===== src/rtl/cms_pkg.sv =====
// ----------------------------------------------------------------------------
// cms_pkg
// Shared types and constants of the credited message serializer.
// ----------------------------------------------------------------------------
`default_nettype none

package cms_pkg;

    // default parameter values
    localparam int MSG_BITS_DEF  = 128;
    localparam int BEAT_BITS_DEF = 32;
    localparam int CREDITS_DEF   = 32;

    // fixed field widths
    localparam int WORD_W       = 64;
    localparam int SHIFT_W      = 2 * WORD_W;
    localparam int BEAT_DATA_W  = 32;
    localparam int CRED_OUT_W   = 6;

    // stream packing
    localparam int S_FIELDS_W   = 1 + WORD_W + WORD_W + 1;
    localparam int S_TDATA_W    = ((S_FIELDS_W + 7) / 8) * 8;
    localparam int S_TUSER_W    = 1;
    localparam int M_TDATA_W    = 1 + 1 + BEAT_DATA_W + CRED_OUT_W;

    // bit positions on the result tdata
    localparam int M_ACCEPT_BIT = 0;
    localparam int M_BEAT_BIT   = 1;

    typedef struct packed {
        logic                    accept_ready;
        logic                    beat_valid;
        logic [BEAT_DATA_W-1:0]  beat_data;
        logic                    beat_last;
        logic [CRED_OUT_W-1:0]   credits_left;
    } result_t;

endpackage

`default_nettype wire


===== src/rtl/credited_message_serializer.sv =====
// results are registered in the output register or skid entry before m_tdata
// throughput: one input per cycle while s_tready is high, one result per input
// the serializer state updates in the same cycle the input is accepted
// a two-entry output buffer keeps s_tready high while one result waits
// reset: synchronous active-low, credits reload to CREDITS, shift register clears
// ----------------------------------------------------------------------------
// credited_message_serializer
// Shifts a wide message out in beats, gated by a saturating credit counter.
// ----------------------------------------------------------------------------
`default_nettype none

module credited_message_serializer #(
    parameter int MSG_BITS  = cms_pkg::MSG_BITS_DEF,
    parameter int BEAT_BITS = cms_pkg::BEAT_BITS_DEF,
    parameter int CREDITS   = cms_pkg::CREDITS_DEF
) (
    input  wire logic                          aclk,
    input  wire logic                          aresetn,
    input  wire logic                          s_tvalid,
    output logic                               s_tready,
    // msg_valid, msg_low, msg_high, credit_return, zero fill
    input  wire logic [cms_pkg::S_TDATA_W-1:0] s_tdata,
    // msg_is_completion
    input  wire logic [cms_pkg::S_TUSER_W-1:0] s_tuser,
    output logic                               m_tvalid,
    input  wire logic                          m_tready,
    // accept_ready, beat_valid, beat_data, credits_left
    output logic [cms_pkg::M_TDATA_W-1:0]      m_tdata,
    output logic                               m_tlast
);
    import cms_pkg::*;

    localparam int NUM_BEATS = (MSG_BITS - 1) / BEAT_BITS + 1;
    localparam int IDX_W     = (NUM_BEATS > 1) ? $clog2(NUM_BEATS) : 1;
    localparam int CNT_W     = $clog2(CREDITS + 1);
    localparam int BEAT_KEEP = (BEAT_BITS < BEAT_DATA_W) ? BEAT_BITS : BEAT_DATA_W;

    localparam logic [IDX_W-1:0]       LAST_IDX  = IDX_W'(NUM_BEATS - 1);
    localparam logic [CNT_W-1:0]       CRED_MAX  = CNT_W'(CREDITS);
    localparam logic [SHIFT_W-1:0]     MSG_MASK  = {SHIFT_W{1'b1}} >> (SHIFT_W - MSG_BITS);
    localparam logic [BEAT_DATA_W-1:0] BEAT_MASK =
        {BEAT_DATA_W{1'b1}} >> (BEAT_DATA_W - BEAT_KEEP);

    // input fields
    logic                 msg_valid;
    logic [WORD_W-1:0]    msg_low;
    logic [WORD_W-1:0]    msg_high;
    logic                 credit_return;
    logic                 msg_is_completion;

    assign msg_valid         = s_tdata[0];
    assign msg_low           = s_tdata[WORD_W:1];
    assign msg_high          = s_tdata[2*WORD_W:WORD_W+1];
    assign credit_return     = s_tdata[2*WORD_W+1];
    assign msg_is_completion = s_tuser[0];

    // serializer state
    logic [SHIFT_W-1:0] shift_reg, shift_next;
    logic               busy_reg, busy_next;
    logic               held_cpl_reg, held_cpl_next;
    logic [IDX_W-1:0]   beat_idx_reg, beat_idx_next;
    logic [CNT_W-1:0]   credit_reg, credit_next;

    // output buffer
    result_t out_data_reg, out_data_next;
    logic    out_valid_reg, out_valid_next;
    result_t skid_data_reg, skid_data_next;
    logic    skid_valid_reg, skid_valid_next;

    logic                   in_xact;
    logic                   take;
    logic                   beat_valid;
    logic                   beat_last;
    logic                   consume;
    logic [CNT_W+CRED_OUT_W-1:0] credit_wide;
    result_t                res;

    assign s_tready = !skid_valid_reg;
    assign in_xact  = s_tvalid && s_tready;

    assign take       = msg_valid && !busy_reg && (msg_is_completion || credit_reg != '0);
    assign beat_valid = busy_reg && (credit_reg != '0 || held_cpl_reg);
    assign beat_last  = beat_valid && (beat_idx_reg >= LAST_IDX);
    assign consume    = beat_valid && !take && beat_last && !held_cpl_reg;
    assign credit_wide = {{CRED_OUT_W{1'b0}}, credit_reg};

    always_comb begin
        res.accept_ready = take;
        res.beat_valid   = beat_valid;
        res.beat_data    = shift_reg[BEAT_DATA_W-1:0] & BEAT_MASK;
        res.beat_last    = beat_last;
        res.credits_left = credit_wide[CRED_OUT_W-1:0];
    end

    // serializer next state, advanced once per input transaction
    always_comb begin
        shift_next    = shift_reg;
        busy_next     = busy_reg;
        held_cpl_next = held_cpl_reg;
        beat_idx_next = beat_idx_reg;
        credit_next   = credit_reg;
        if (in_xact) begin
            if (take) begin
                shift_next    = {msg_high, msg_low} & MSG_MASK;
                busy_next     = 1'b1;
                held_cpl_next = msg_is_completion;
                beat_idx_next = '0;
            end else if (beat_valid) begin
                shift_next = shift_reg >> BEAT_BITS;
                if (beat_last) begin
                    busy_next     = 1'b0;
                    beat_idx_next = '0;
                end else begin
                    beat_idx_next = beat_idx_reg + 1'b1;
                end
            end
            // a return and a consume in the same transaction cancel
            if (consume && !credit_return) begin
                if (credit_reg != '0) begin
                    credit_next = credit_reg - 1'b1;
                end
            end else if (credit_return && !consume) begin
                if (credit_reg < CRED_MAX) begin
                    credit_next = credit_reg + 1'b1;
                end
            end
        end
    end

    // output register with skid entry
    always_comb begin
        out_data_next   = out_data_reg;
        out_valid_next  = out_valid_reg;
        skid_data_next  = skid_data_reg;
        skid_valid_next = skid_valid_reg;
        if (!out_valid_reg || m_tready) begin
            if (skid_valid_reg) begin
                out_data_next   = skid_data_reg;
                out_valid_next  = 1'b1;
                skid_valid_next = 1'b0;
            end else if (in_xact) begin
                out_data_next  = res;
                out_valid_next = 1'b1;
            end else begin
                out_valid_next = 1'b0;
            end
        end else if (in_xact) begin
            skid_data_next  = res;
            skid_valid_next = 1'b1;
        end
    end

    always_ff @(posedge aclk) begin
        if (!aresetn) begin
            shift_reg      <= '0;
            busy_reg       <= 1'b0;
            held_cpl_reg   <= 1'b0;
            beat_idx_reg   <= '0;
            credit_reg     <= CRED_MAX;
            out_valid_reg  <= 1'b0;
            skid_valid_reg <= 1'b0;
        end else begin
            shift_reg      <= shift_next;
            busy_reg       <= busy_next;
            held_cpl_reg   <= held_cpl_next;
            beat_idx_reg   <= beat_idx_next;
            credit_reg     <= credit_next;
            out_valid_reg  <= out_valid_next;
            skid_valid_reg <= skid_valid_next;
        end
    end

    always_ff @(posedge aclk) begin
        out_data_reg  <= out_data_next;
        skid_data_reg <= skid_data_next;
    end

    assign m_tvalid = out_valid_reg;
    assign m_tlast  = out_data_reg.beat_last;
    assign m_tdata  = {out_data_reg.credits_left, out_data_reg.beat_data,
                       out_data_reg.beat_valid, out_data_reg.accept_ready};

endmodule

`default_nettype wire


===== config.mk =====
export PLATFORM = sky130hd
export DESIGN_NAME = credited_message_serializer
export DESIGN_NICKNAME = d
export VERILOG_FILES = /design/src/rtl/cms_pkg.sv /design/src/rtl/credited_message_serializer.sv
export SDC_FILE = /design/constraint.sdc
export NUM_CORES = 1
export LEC_CHECK = 0
export BUFFER_PORTS_ARGS = -buffer_cell sky130_fd_sc_hd__buf_2
export CORE_MARGIN = 4
export CORE_UTILIZATION = 54
export CTS_CLUSTER_SIZE = 30
export DETAILED_ROUTE_END_ITERATION = 16
export PLACE_DENSITY = 0.89
export SLEW_MARGIN = 20
export SYNTH_ARGS = -nofsm -noshare
export SYNTH_HDL_FRONTEND = slang
export SYNTH_SLANG_ARGS = --single-unit

===== constraint.sdc =====
create_clock -name aclk -period 4.4 [get_ports aclk]
set_clock_uncertainty 0.15 [all_clocks]
set_input_delay 0.66 -clock aclk [delete_from_list [all_inputs] [get_ports aclk]]
set_output_delay 0.66 -clock aclk [all_outputs]
set_load 0.03 [all_outputs]

==> impl_results.md, run 1 <==
* Status: finished, final reports clean
* Placed Instances at between 1k and 1.5k
* Initial core utilization at 0.554
* Initial antenna violation count at 1
* Launch point of the worst hold path: s_tdata[123]
* Worst Max-Slew Pin Slew at between 1 and 1.5 ns
* Crit path required time at approximately 4.6 ns
* Kind of critical path: register to register
* Number of synthesized flops with an enable pin at between 80 and 90
* Worst EP arrival at between 3 and 4 ns
* CP endpoint kind: register
* Register area share after synthesis at 0.596
* Max reg flops at 128
* Pre-antenna DRT Iters at 5
* Share of layout cells above drive strength 1 at 0.303
* CTS sink count at approximately 220
* Syn Inst Count at about 750
* Crit path cell chain: or4_4 > o41ai_4 > inv_2 > nand2_1 > nor2_1 > ha_1 > ha_1 > or4b_2 > a21oi_1 > mux2i_1 > nand3_1
* Pin count of the biggest net entering global routing at 103
* Tmin final at between 3 and 4 ns
* Via count at about 6.3k
* Worst Hold End: shift_reg[122]
* Worst skew pair latency at just under 0.5 ns
* Register area at around 5300 um^2
* Slew HR at 0.320
* FF-to-FF path depth at 11
* Max Clock Freq at approximately 270 MHz
* First-pass GRT wire length at around 32000 um
* TritonCTS Buffers at 23
* Dpl hpwl at roughly 13000 um
* Multi-input gate area at approximately 3300 um^2
* Fraction of registers with async set/reset at 0
* Grt ovf at 0
* Final period utilization at 0.857
* Synth Warn # at 0
* Number of nets with antenna violations after routing at 0
* DR iter-0 viols at roughly 570
* Reg-to-reg setup timing slack at 0.63 ns
* # fillers at about 1.2k
* #FFs+latches synth at around 220
* Post-CTS Setup Bufs at 0
* Post-Layout Cell Count at approximately 1.1k
* Endpoints failing hold at 0
* CP bufs+invs at 1
* Critical Path Max Stage Delay at between 0.6 and 0.7 ns
* Die Y at between 100 and 150 um
* Cell Area, Placed at roughly 10000 um^2
* Clock-pin slew on the worst setup and hold paths at roughly 0.060 ns
* Die area at approximately 18000 um^2
* Critical Path Fanout Max at 9
* Rows at 46
* Library cells used by synthesis at 36
* Root Buffer: clkbuf_16
* Total leakage power at roughly 4.3 nW
* Final setup TNS at 0 ns
* DRC at 0
* VDD IR-drop max at roughly 0.00036 V
* Most used cell, CP: ha_1
* Syn-to-layout area delta at 19.1%
* CTS tree: built
* I/O Buffers at between 150 and 200
* Slew Viols, Final at 0
* Avg Vias per Cell at 5.56
* Cell area after layout at roughly 11000 um^2
* Max Cap Viol at 0
* WL/cell at roughly 18 um
* Final wirelength at between 20000 and 25000 um
* Main synth FF type: dfxtp_1
* RePlAce Congestion at between 0.8 and 0.9
* Total Routing Usage GR at 0.214
* Core Area at between 15000 and 20000 um^2
* Setup repair after global routing missed its margin: no
* Hold Crit Class: input port to register
* Die width at around 140 um
* Final setup viols at 0
* I/O pin cnt at 184
* Cts repair resizes at 0
* # nets final at ~1.0k
* Reg2reg start: credit_reg[0]
* Stages on the worst setup path at 11
* Max Buffers Root-to-Sink at 3
* Hold depth at 3
* Crit-path slowest cell: or4b_2
* P per Cell Area at approximately 440 nW/um^2
* R2r endpoint: credit_reg[5]
* Post-Syn Area at slightly below 9000 um^2
* Setup crit start kind: register
* H-tree Lvls at 1
* Syn nets at 894
* Mapped Avg Cell Area at 11.8 um^2
* Crit path max-delay family: simple AND/OR/NAND/NOR gates
* Hold-fix buffers, CTS at 0
* Vias in the first global route at 6040
[through the flow]
stage	setup slack [ns]	power, mW	hold WS, ns	util
2_1_floorplan	1.08	2.78	0.271	-
3_3_place_gp	0.725	2.94	0.284	0.617
3_5_place_dp	0.652	2.96	0.288	0.617
4_1_cts	0.641	4.70	0.253	0.660
5_1_grt	0.436	4.86	0.266	0.660
6_report	0.631	4.67	0.270	0.660
[layout make-up]
| class | count | area share |
|---|---|---|
| inverter | 5 | 0.00178 |
| tap | 216 | 0.0257 |
| timing repair buffer | 186 | 0.0930 |
| antenna | 2 | 0.000476 |
| clock inverter | 14 | 0.00761 |
| clock buffer | 26 | 0.0567 |
| multi-input combinational | 460 | 0.314 |
| sequential | 222 | 0.501 |
[synthesized netlist by cell type (6+ instances only)]
| cell | number | share of area |
|---|---|---|
| buf_1 | 10 | 0.0042 |
| buf_2 | 20 | 0.011 |
| o21ai_0 | 100 | 0.057 |
| ha_1 | 6 | 0.0085 |
| edfxtp_1 | 82 | 0.28 |
| dfxtp_1 | 140 | 0.32 |
| nor2_1 | 44 | 0.019 |
| a21oi_1 | 103 | 0.058 |
| mux2i_1 | 100 | 0.11 |
| a22oi_1 | 29 | 0.025 |
| mux2_2 | 39 | 0.050 |
| clkbuf_1 | 25 | 0.011 |
[logic make-up (layout without fill, tap and decap cells)]
logic type	Yosys count	in the layout	synth area share
muxes	139	139	0.163
adders and majority gates	7	7	0.0108
xor gates and xnor gates	4	4	0.00397
buffers and inverters	64	231	0.0334
and+or+nand+nor	62	62	0.0307
other	0	2	0
DFF	222	222	0.596
AOI/OAI and AO/OA	248	248	0.162
[worst max path at each step]
stage,to,from,slack [ns]
6_report,credit_reg[5],credit_reg[0],0.63
5_1_grt,credit_reg[5],credit_reg[0],0.44
3_5_place_dp,credit_reg[5],credit_reg[0],0.65
2_1_floorplan,credit_reg[5],credit_reg[0],1.08
3_3_place_gp,credit_reg[5],credit_reg[0],0.72
4_1_cts,credit_reg[5],credit_reg[0],0.64
[worst reg2reg max path, cell delays in order (launching register included)]
cell	delay, ns
dfxtp_1	0.40
or4_4	0.57
o41ai_4	0.45
inv_2	0.12
nand2_1	0.17
nor2_1	0.07
ha_1	0.31
ha_1	0.25
or4b_2	0.66
a21oi_1	0.19
mux2i_1	0.20
nand3_1	0.08
[power by group]
group          internal, mW  total, mW  switching [mW]
logic                 0.221      0.559           0.338
clock network         0.976       1.74           0.766
registers              2.29       2.37          0.0763
[per-layer routing]
| layer | track usage | wire, um |
|---|---|---|
| met4 | 0.0582 | 472 |
| met1 | 0.316 | 9190 |
| met5 | 0 | 0 |
| met3 | 0.0377 | 1310 |
| met2 | 0.327 | 9150 |
[cells in the final DEF (no fill, tap or decap), types with 4 or more instances in the layout]
master / netlist / layout
edfxtp_1: 82 / 82
ha_1: 6 / 6
buf_4: 0 / 7
a22oi_1: 29 / 29
clkinv_2: 0 / 6
xnor2_1: 4 / 4
a21oi_1: 103 / 102
o21ai_0: 100 / 100
clkbuf_16: 0 / 23
mux2_2: 39 / 39
mux2i_1: 100 / 100
inv_1: 4 / 4
dfxtp_1: 140 / 139
nand2_1: 4 / 4
buf_2: 20 / 177
a22oi_2: 4 / 4
nor2_1: 44 / 43
No activity file was read; power rests on OpenSTA's default activity.
==> inputs of run 2 (changes only) <==
- ABC_AREA: default -> 1
- CORE_ASPECT_RATIO: default -> 1.75
- CORE_UTILIZATION: 54 -> 56
- PLACE_DENSITY: 0.89 -> 0.9
==> run 2 against run 1 <==
Compared with the run above: flip-flop and latch count did not move; sequential share of layout area fell by 4.9 points; die area rose by 10%; combinational power rose by 25%; synthesized cell count rose by 75%; non-clock buffer count rose by 1; global-route usage rose by 1.9 points; setup slack improved by 0.70 ns; count of clock-buffer cells in the layout rose by 3; core utilization rose by 0.14 points; wire length rose by 18%.
==> impl_results.md, run 2 <==
* Status: finished, final reports clean (unchanged)
* Final setup TNS at 0 ns (unchanged)
* Final wirelength at 23700 um (was 20100 um)
* Met3 Use GR at 0.0260 (was 0.0377)
* Post-CTS Setup Bufs at 0 (unchanged)
* Synth Warn # at 0 (unchanged)
* Pin count of the biggest net entering global routing at 102 (was 103)
* Crit path max-delay family: simple AND/OR/NAND/NOR gates (unchanged)
* # diodes at 0 (was 2)
* Max reg flops at 128 (unchanged)
* Cell with the most instances after synthesis: nand2_1 (was dfxtp_1)
* Clock-pin slew on the worst setup and hold paths at 0.07 ns (was 0.06 ns)
* Final setup viols at 0 (unchanged)
* Crit path cell chain: nor2_2 > nand4_1 > nand2_1 > nor2_1 > nand2_1 > inv_1 > ha_1 > ha_1 > or2_2 > nand3b_1 > nand2_1 > nand2_1 > nand2_1 > nand2_1 > nand3_1 (was or4_4 > o41ai_4 > inv_2 > nand2_1 > nor2_1 > ha_1 > ha_1 > or4b_2 > a21oi_1 > mux2i_1 > nand3_1)
* Root Buffer: clkbuf_16 (unchanged)
* DR iter-0 viols at 696 (was 567)
* Post-synth top area share at 0.277 (was 0.317)
* Total leakage power at 5.53 nW (was 4.29 nW)
* Syn nets at 1455 (was 894)
* Max Cap Viol at 0 (unchanged)
* TritonCTS Buffers at 20 (was 23)
* DRC at 0 (unchanged)
* Via count at 8665 (was 6287)
* Post-synth top cells: 396 x nand2_1, 204 x nor2_1, 166 x nand3_1, 140 x dfxtp_1, 82 x edfxtp_1 (was 140 x dfxtp_1, 103 x a21oi_1, 100 x mux2i_1, 100 x o21ai_0, 82 x edfxtp_1)
* Slew HR at 0.277 (was 0.320)
* Cell area after layout at 11600 um^2 (was 10500 um^2)
* #FFs+latches synth at 222 (unchanged)
* CP bufs+invs at 1 (unchanged)
* Most frequent cells in the layout: 396 x nand2_1, 202 x nor2_1, 176 x buf_2, 165 x nand3_1, 139 x dfxtp_1 (was 177 x buf_2, 139 x dfxtp_1, 102 x a21oi_1, 100 x o21ai_0, 100 x mux2i_1)
* Mapped Avg Cell Area at 7.75 um^2 (was 11.8 um^2)
* CP endpoint kind: register (unchanged)
* Share of layout cells above drive strength 1 at 0.160 (was 0.303)
* Critical Path Max Stage Delay at 0.48 ns (was 0.66 ns)
* Vias in the first global route at 8218 (was 6040)
* Synth area leader: dfxtp_1 (unchanged)
* Slew Viols, Final at 0 (unchanged)
* Stages on the worst setup path at 15 (was 11)
* Syn-to-layout area delta at 15.1% (was 19.1%)
* Fraction of registers with async set/reset at 0 (unchanged)
* FF-to-FF path depth at 15 (was 11)
* Hold Slack at 0.275 ns (was 0.270 ns)
* First-pass GRT wire length at 39200 um (was 31500 um)
* Busiest grt layer: met2 (unchanged)
* Met2 GRT Util at 0.393 (was 0.327)
* Final period utilization at 0.697 (was 0.857)
* Worst skew pair latency at 0.48 ns (was 0.49 ns)
* H-tree Lvls at 1 (unchanged)
* Post-Syn Area at 10100 um^2 (was 8830 um^2)
* Max Clock Freq at 326 MHz (was 265 MHz)
* Hold Crit Class: input port to register (unchanged)
* CTS tree: built (unchanged)
* Cells taking the most area after synthesis: dfxtp_1 28%, edfxtp_1 24%, nand2_1 15% (was dfxtp_1 32%, edfxtp_1 28%, mux2i_1 11%)
* Worst EP arrival at 3.24 ns (was 3.97 ns)
* Library cells used by synthesis at 26 (was 36)
* Die area at 20400 um^2 (was 18500 um^2)
* Kind of critical path: register to register (unchanged)
* Placed Instances at 1629 (was 1089)
* CTS sink count at 222 (unchanged)
* Setup repair after global routing missed its margin: no (unchanged)
* Setup crit start kind: register (unchanged)
* Register area share after synthesis at 0.520 (was 0.596)
* Critical Path Fanout Max at 8 (was 9)
* Initial antenna violation count at 0 (was 1)
* Initial core utilization at 0.575 (was 0.554)
* Avg Vias per Cell at 5.20 (was 5.56)
* Crit-path slowest cell: dfxtp_1 (was or4b_2)
* Met1 GRT Util at 0.313 (was 0.316)
* Endpoints failing hold at 0 (unchanged)
* P per Cell Area at 408 nW/um^2 (was 444 nW/um^2)
* Number of nets with antenna violations after routing at 0 (unchanged)
* Number of synthesized flops with an enable pin at 82 (unchanged)
* Hold depth at 3 (unchanged)
* RePlAce Congestion at 0.825 (was 0.806)
* Hold-fix buffers, CTS at 0 (unchanged)
* Commonest non-fill, non-tap cell in the layout: nand2_1 (was buf_2)
* Post-Layout Cell Count at 1666 (was 1131)
* I/O pin cnt at 184 (unchanged)
* Die Y at 186 um (was 136 um)
* Core Area at 17600 um^2 (was 15900 um^2)
* Max Buffers Root-to-Sink at 3 (unchanged)
* Rows at 64 (was 46)
* Total Routing Usage GR at 0.233 (was 0.214)
* Crit path required time at 4.58 ns (was 4.60 ns)
* Main synth FF type: dfxtp_1 (unchanged)
* Tmin final at 3.07 ns (was 3.77 ns)
* Pre-antenna DRT Iters at 5 (unchanged)
* Die width at 110 um (was 136 um)
* Cts repair resizes at 0 (unchanged)
* I/O Buffers at 177 (unchanged)
* # nets final at 1569 (was 1046)
* Grt ovf at 0 (unchanged)
* VDD IR-drop max at 0.000302 V (was 0.000360 V)
* Most used cell, CP: nand2_1 (was ha_1)
* Dpl hpwl at 14700 um (was 13300 um)
* Syn Inst Count at 1307 (was 746)
* Worst Max-Slew Pin Slew at 1.08 ns (was 1.02 ns)
* Util after Layout at 0.661 (was 0.660)
* WL/cell at 14.2 um (was 17.8 um)
* Cell Area, Placed at 11000 um^2 (was 9840 um^2)
-- run 2: changes by cell type after synthesis, moves of 62 or more --
cell,delta
nand2_1,+392
nor2_1,+160
o21ai_0,-62
nand3_1,+164
mux2i_1,-100
a21oi_1,-62
nand3b_1,+66
-- run 2: cell families (layout without fill, tap and decap cells) --
family | count (synthesis) | in the layout | share of synthesized area
AND/OR/NAND/NOR | 848 | 848 | 0.365
flip-flops | 222 | 222 | 0.520
buffers and inverters | 147 | 275 | 0.0625
AO/OA/AOI/OAI | 79 | 79 | 0.0391
adder cells (fa/ha/maj) | 7 | 7 | 0.00939
XOR/XNOR | 4 | 4 | 0.00346
-- run 2: per-stage QoR --
step / total power [mW] / setup WS [ns]
4_1_cts: 4.78 / 1.37
6_report: 4.75 / 1.33
2_1_floorplan: 2.89 / 1.09
5_1_grt: 4.98 / 1.05
3_5_place_dp: 3.08 / 1.39
3_3_place_gp: 3.06 / 1.51
-- run 2: path summary, 6_finish.rpt --
check | end | slack (ns) | startpoint
worst max-delay path | credit_reg[5] | 1.33 | credit_reg[1]
worst max register to register | credit_reg[5] | 1.33 | credit_reg[1]
worst min-delay path | shift_reg[111] | 0.28 | s_tdata[112]
worst min register to register | skid_data_reg[37] | 0.28 | shift_reg[30]
-- run 2: worst min-delay path: stages --
cell and delay [ns]:
buf_2 0.09, nand2_1 0.05, a21oi_1 0.05
-- run 2: routing by layer --
layer | vias up | part of all wire | routed length, um
met1 | 3876 | 0.41 | 9800
met4 | 0 | 0.027 | 646
met5 | - | 0 | 0
met3 | 49 | 0.058 | 1360
li1 | 4448 | - | -
met2 | 292 | 0.50 | 11900
-- run 2: cell type report --
class / instances / area (um^2)
timing repair buffer: 187 / 983
inverter: 52 / 195
clock buffer: 29 / 577
fill: 1518 / 5970
sequential: 222 / 5270
tap: 231 / 289
multi-input combinational: 938 / 4280
clock inverter: 7 / 62.6
-- run 2: power breakdown --
group	leakage, nW	switching [mW]	internal [mW]
registers	1.94	0.0595	2.29
clock network	0.311	0.731	0.974
logic	3.28	0.447	0.250
total	5.53	1.24	3.51
==> inputs of run 3 (changes only) <==
- CORE_UTILIZATION: 56 -> 51
- PLACE_DENSITY: 0.9 -> 0.87
- clock period: 4.4 -> 2.72 ns (I/O delays scaled with it)
==> run 3 against run 2 <==
Compared with the run above: clock power up 63%; non-clock buffer count is 28 higher; register-to-register slack got worse by 1.1 ns; cell count up 2.3%; critical path type unchanged; wire length grew 6.1%; highest routed layer unchanged; count of clock-buffer cells in the layout did not move; via count rose by 2.7%; maximum frequency is 23% higher.
==> impl_results.md, run 3 (synthesis results as in run 2) <==
* Status: finished, final reports clean (unchanged)
* Via count at 8901 (was 8665)
* Endpoints failing hold at 0 (unchanged)
* Setup crit start kind: register (unchanged)
* Root Buffer: clkbuf_16 (unchanged)
* Crit-path slowest cell: dfxtp_1 (unchanged)
* Max Cap Viol at 0 (unchanged)
* Rows at 67 (was 64)
* Max Buffers Root-to-Sink at 3 (unchanged)
* Most frequent cells in the layout: 396 x nand2_1, 202 x nor2_1, 176 x buf_2, 165 x nand3_1, 136 x dfxtp_1 (was 396 x nand2_1, 202 x nor2_1, 176 x buf_2, 165 x nand3_1, 139 x dfxtp_1)
* Cell area after layout at 12000 um^2 (was 11600 um^2)
* Crit path cell chain: nor2_4 > nand4_1 > nand2_1 > nor2_1 > nand2_1 > inv_1 > ha_1 > buf_4 > nor2_1 > nor3_1 > nand2_1 > inv_1 > nand2_1 > a21oi_1 (was nor2_2 > nand4_1 > nand2_1 > nor2_1 > nand2_1 > inv_1 > ha_1 > ha_1 > or2_2 > nand3b_1 > nand2_1 > nand2_1 > nand2_1 > nand2_1 > nand3_1)
* RePlAce Congestion at 0.832 (was 0.825)
* Avg Vias per Cell at 5.22 (was 5.20)
* Worst skew pair latency at 0.50 ns (was 0.48 ns)
* Stages on the worst setup path at 14 (was 15)
* Total leakage power at 5.68 nW (was 5.53 nW)
* Pre-antenna DRT Iters at 5 (unchanged)
* Clock-pin slew on the worst setup and hold paths at 0.07 ns (about the same)
* Number of nets with antenna violations after routing at 0 (unchanged)
* Final wirelength at 25100 um (was 23700 um)
* Slew Viols, Final at 0 (unchanged)
* Slew HR at 0.498 (was 0.277)
* Reg-to-reg setup timing slack at 0.22 ns (was 1.33 ns)
* Origin of the worst setup path: credit_reg[0] (was credit_reg[1])
* Grt ovf at 0 (unchanged)
* CTS sink count at 222 (unchanged)
* CP endpoint kind: register (unchanged)
* Critical Path Max Stage Delay at 0.47 ns (was 0.48 ns)
* Final setup TNS at 0 ns (unchanged)
* Max reg flops at 128 (unchanged)
* Tmin final at 2.50 ns (was 3.07 ns)
* P per Cell Area at 648 nW/um^2 (was 408 nW/um^2)
* DR iter-0 viols at 640 (was 696)
* Pin count of the biggest net entering global routing at 97 (was 102)
* Share of layout cells above drive strength 1 at 0.169 (was 0.160)
* Cell Area, Placed at 11200 um^2 (was 11000 um^2)
* FF-to-FF path depth at 14 (was 15)
* Die area at 22300 um^2 (was 20400 um^2)
* # diodes at 0 (unchanged)
* Die width at 115 um (was 110 um)
* Kind of critical path: register to register (unchanged)
* Initial antenna violation count at 0 (unchanged)
* Worst EP arrival at 2.77 ns (was 3.24 ns)
* # nets final at 1598 (was 1569)
* Commonest non-fill, non-tap cell in the layout: nand2_1 (unchanged)
* I/O Buffers at 177 (unchanged)
* Initial core utilization at 0.523 (was 0.575)
* Total Routing Usage GR at 0.223 (was 0.233)
* Max Clock Freq at 400 MHz (was 326 MHz)
* Core Area at 19400 um^2 (was 17600 um^2)
* Final setup viols at 0 (unchanged)
* CTS tree: built (unchanged)
* WL/cell at 14.7 um (was 14.2 um)
* Crit path max-delay family: simple AND/OR/NAND/NOR gates (unchanged)
* TritonCTS Buffers at 21 (was 20)
* Util after Layout at 0.618 (was 0.661)
* Dpl hpwl at 15900 um (was 14700 um)
* I/O pin cnt at 184 (unchanged)
* CP bufs+invs at 3 (was 1)
* H-tree Lvls at 1 (unchanged)
* Die Y at 194 um (was 186 um)
* Syn-to-layout area delta at 18.2% (was 15.1%)
* Reg2reg start: credit_reg[0] (was credit_reg[1])
* Most used cell, CP: nand2_1 (unchanged)
* First-pass GRT wire length at 41700 um (was 39200 um)
* Hold Crit Class: input port to register (unchanged)
* Crit path required time at 2.99 ns (was 4.58 ns)
* Critical Path Fanout Max at 8 (unchanged)
* Vias in the first global route at 8571 (was 8218)
* Final period utilization at 0.919 (was 0.697)
* R2r endpoint: credit_reg[3] (was credit_reg[5])
* Worst Max-Slew Pin Slew at 0.753 ns (was 1.08 ns)
* CP Capture Point: credit_reg[3] (was credit_reg[5])
* VDD IR-drop max at 0.000427 V (was 0.000302 V)
* Setup repair after global routing missed its margin: no (unchanged)
* DRC at 0 (unchanged)
run 3: cell count changes in the layout (fill, tap and decap cells not counted), sizes merged:
cell and delta:
buf +14, clkinv -1, clkinvlp +1, dlygate4sd3 +14
run 3: cell type report:
type,count,area (um^2)
clock inverter,7,67.6
fill,1668,7400
clock buffer,29,566
timing repair buffer,215,1280
sequential,222,5270
inverter,52,195
multi-input combinational,938,4290
tap,241,302
run 3: worst register-to-register path: stages, from the launching register on:
cell     delay [ns]
dfxtp_1        0.47
nor2_4         0.07
nand4_1        0.10
nand2_1        0.08
nor2_1         0.19
nand2_1        0.07
inv_1          0.06
ha_1           0.16
buf_4          0.17
nor2_1         0.06
nor3_1         0.19
nand2_1        0.23
inv_1          0.21
nand2_1        0.08
a21oi_1        0.13
run 3: layer usage:
layer | global-route usage | part of all wire
met3 | 0.0264 | 0.062
met5 | 0 | 0
met1 | 0.292 | 0.41
met4 | 0.0727 | 0.028
met2 | 0.379 | 0.50
run 3: repair_timing:
| action | 4_1_cts | 5_1_grt |
|---|---|---|
| setup endpoints to repair | 0 | 6 |
| hold buffers | 14 | 0 |
| endpoints found under the hold margin | 14 | 0 |
| gates resized for setup | 0 | 5 |
| buffers inserted | 0 | 0 |
run 3: how the worst min path moves through the flow:
stage / startpoint / endpoint / slack (ns) / cells after the start
2_1_floorplan: shift_reg[3] / skid_data_reg[10] / 0.26 / 0
3_3_place_gp: shift_reg[1] / skid_data_reg[8] / 0.26 / 0
3_5_place_dp: shift_reg[16] / skid_data_reg[23] / 0.26 / 0
4_1_cts: s_tdata[121] / shift_reg[120] / 0.0007 / 3
5_1_grt: s_tdata[103] / shift_reg[102] / 0.007 / 3
6_report: s_tdata[121] / shift_reg[120] / 0.01 / 3
run 3: where the power goes:
group          switching, mW  internal, mW  leakage [nW]
clock                   1.22          1.55         0.303
combinational          0.742         0.437          3.43
sequential            0.0936          3.70          1.94
total                   2.06          5.69          5.68
run 3: per-stage QoR:
stage / std cells / setup slack [ns] / hold slack, ns / power, mW
floorplan: 1307 / 0.212 / 0.258 / 4.68
detailed placement: 1654 / 0.149 / 0.263 / 5.02
global route: 1704 / 0.00124 / 0.00723 / 8.12
finish: 1704 / 0.221 / 0.00982 / 7.75
global placement: 1654 / 0.272 / 0.258 / 4.99
CTS: 1704 / 0.119 / 0.000696 / 7.80
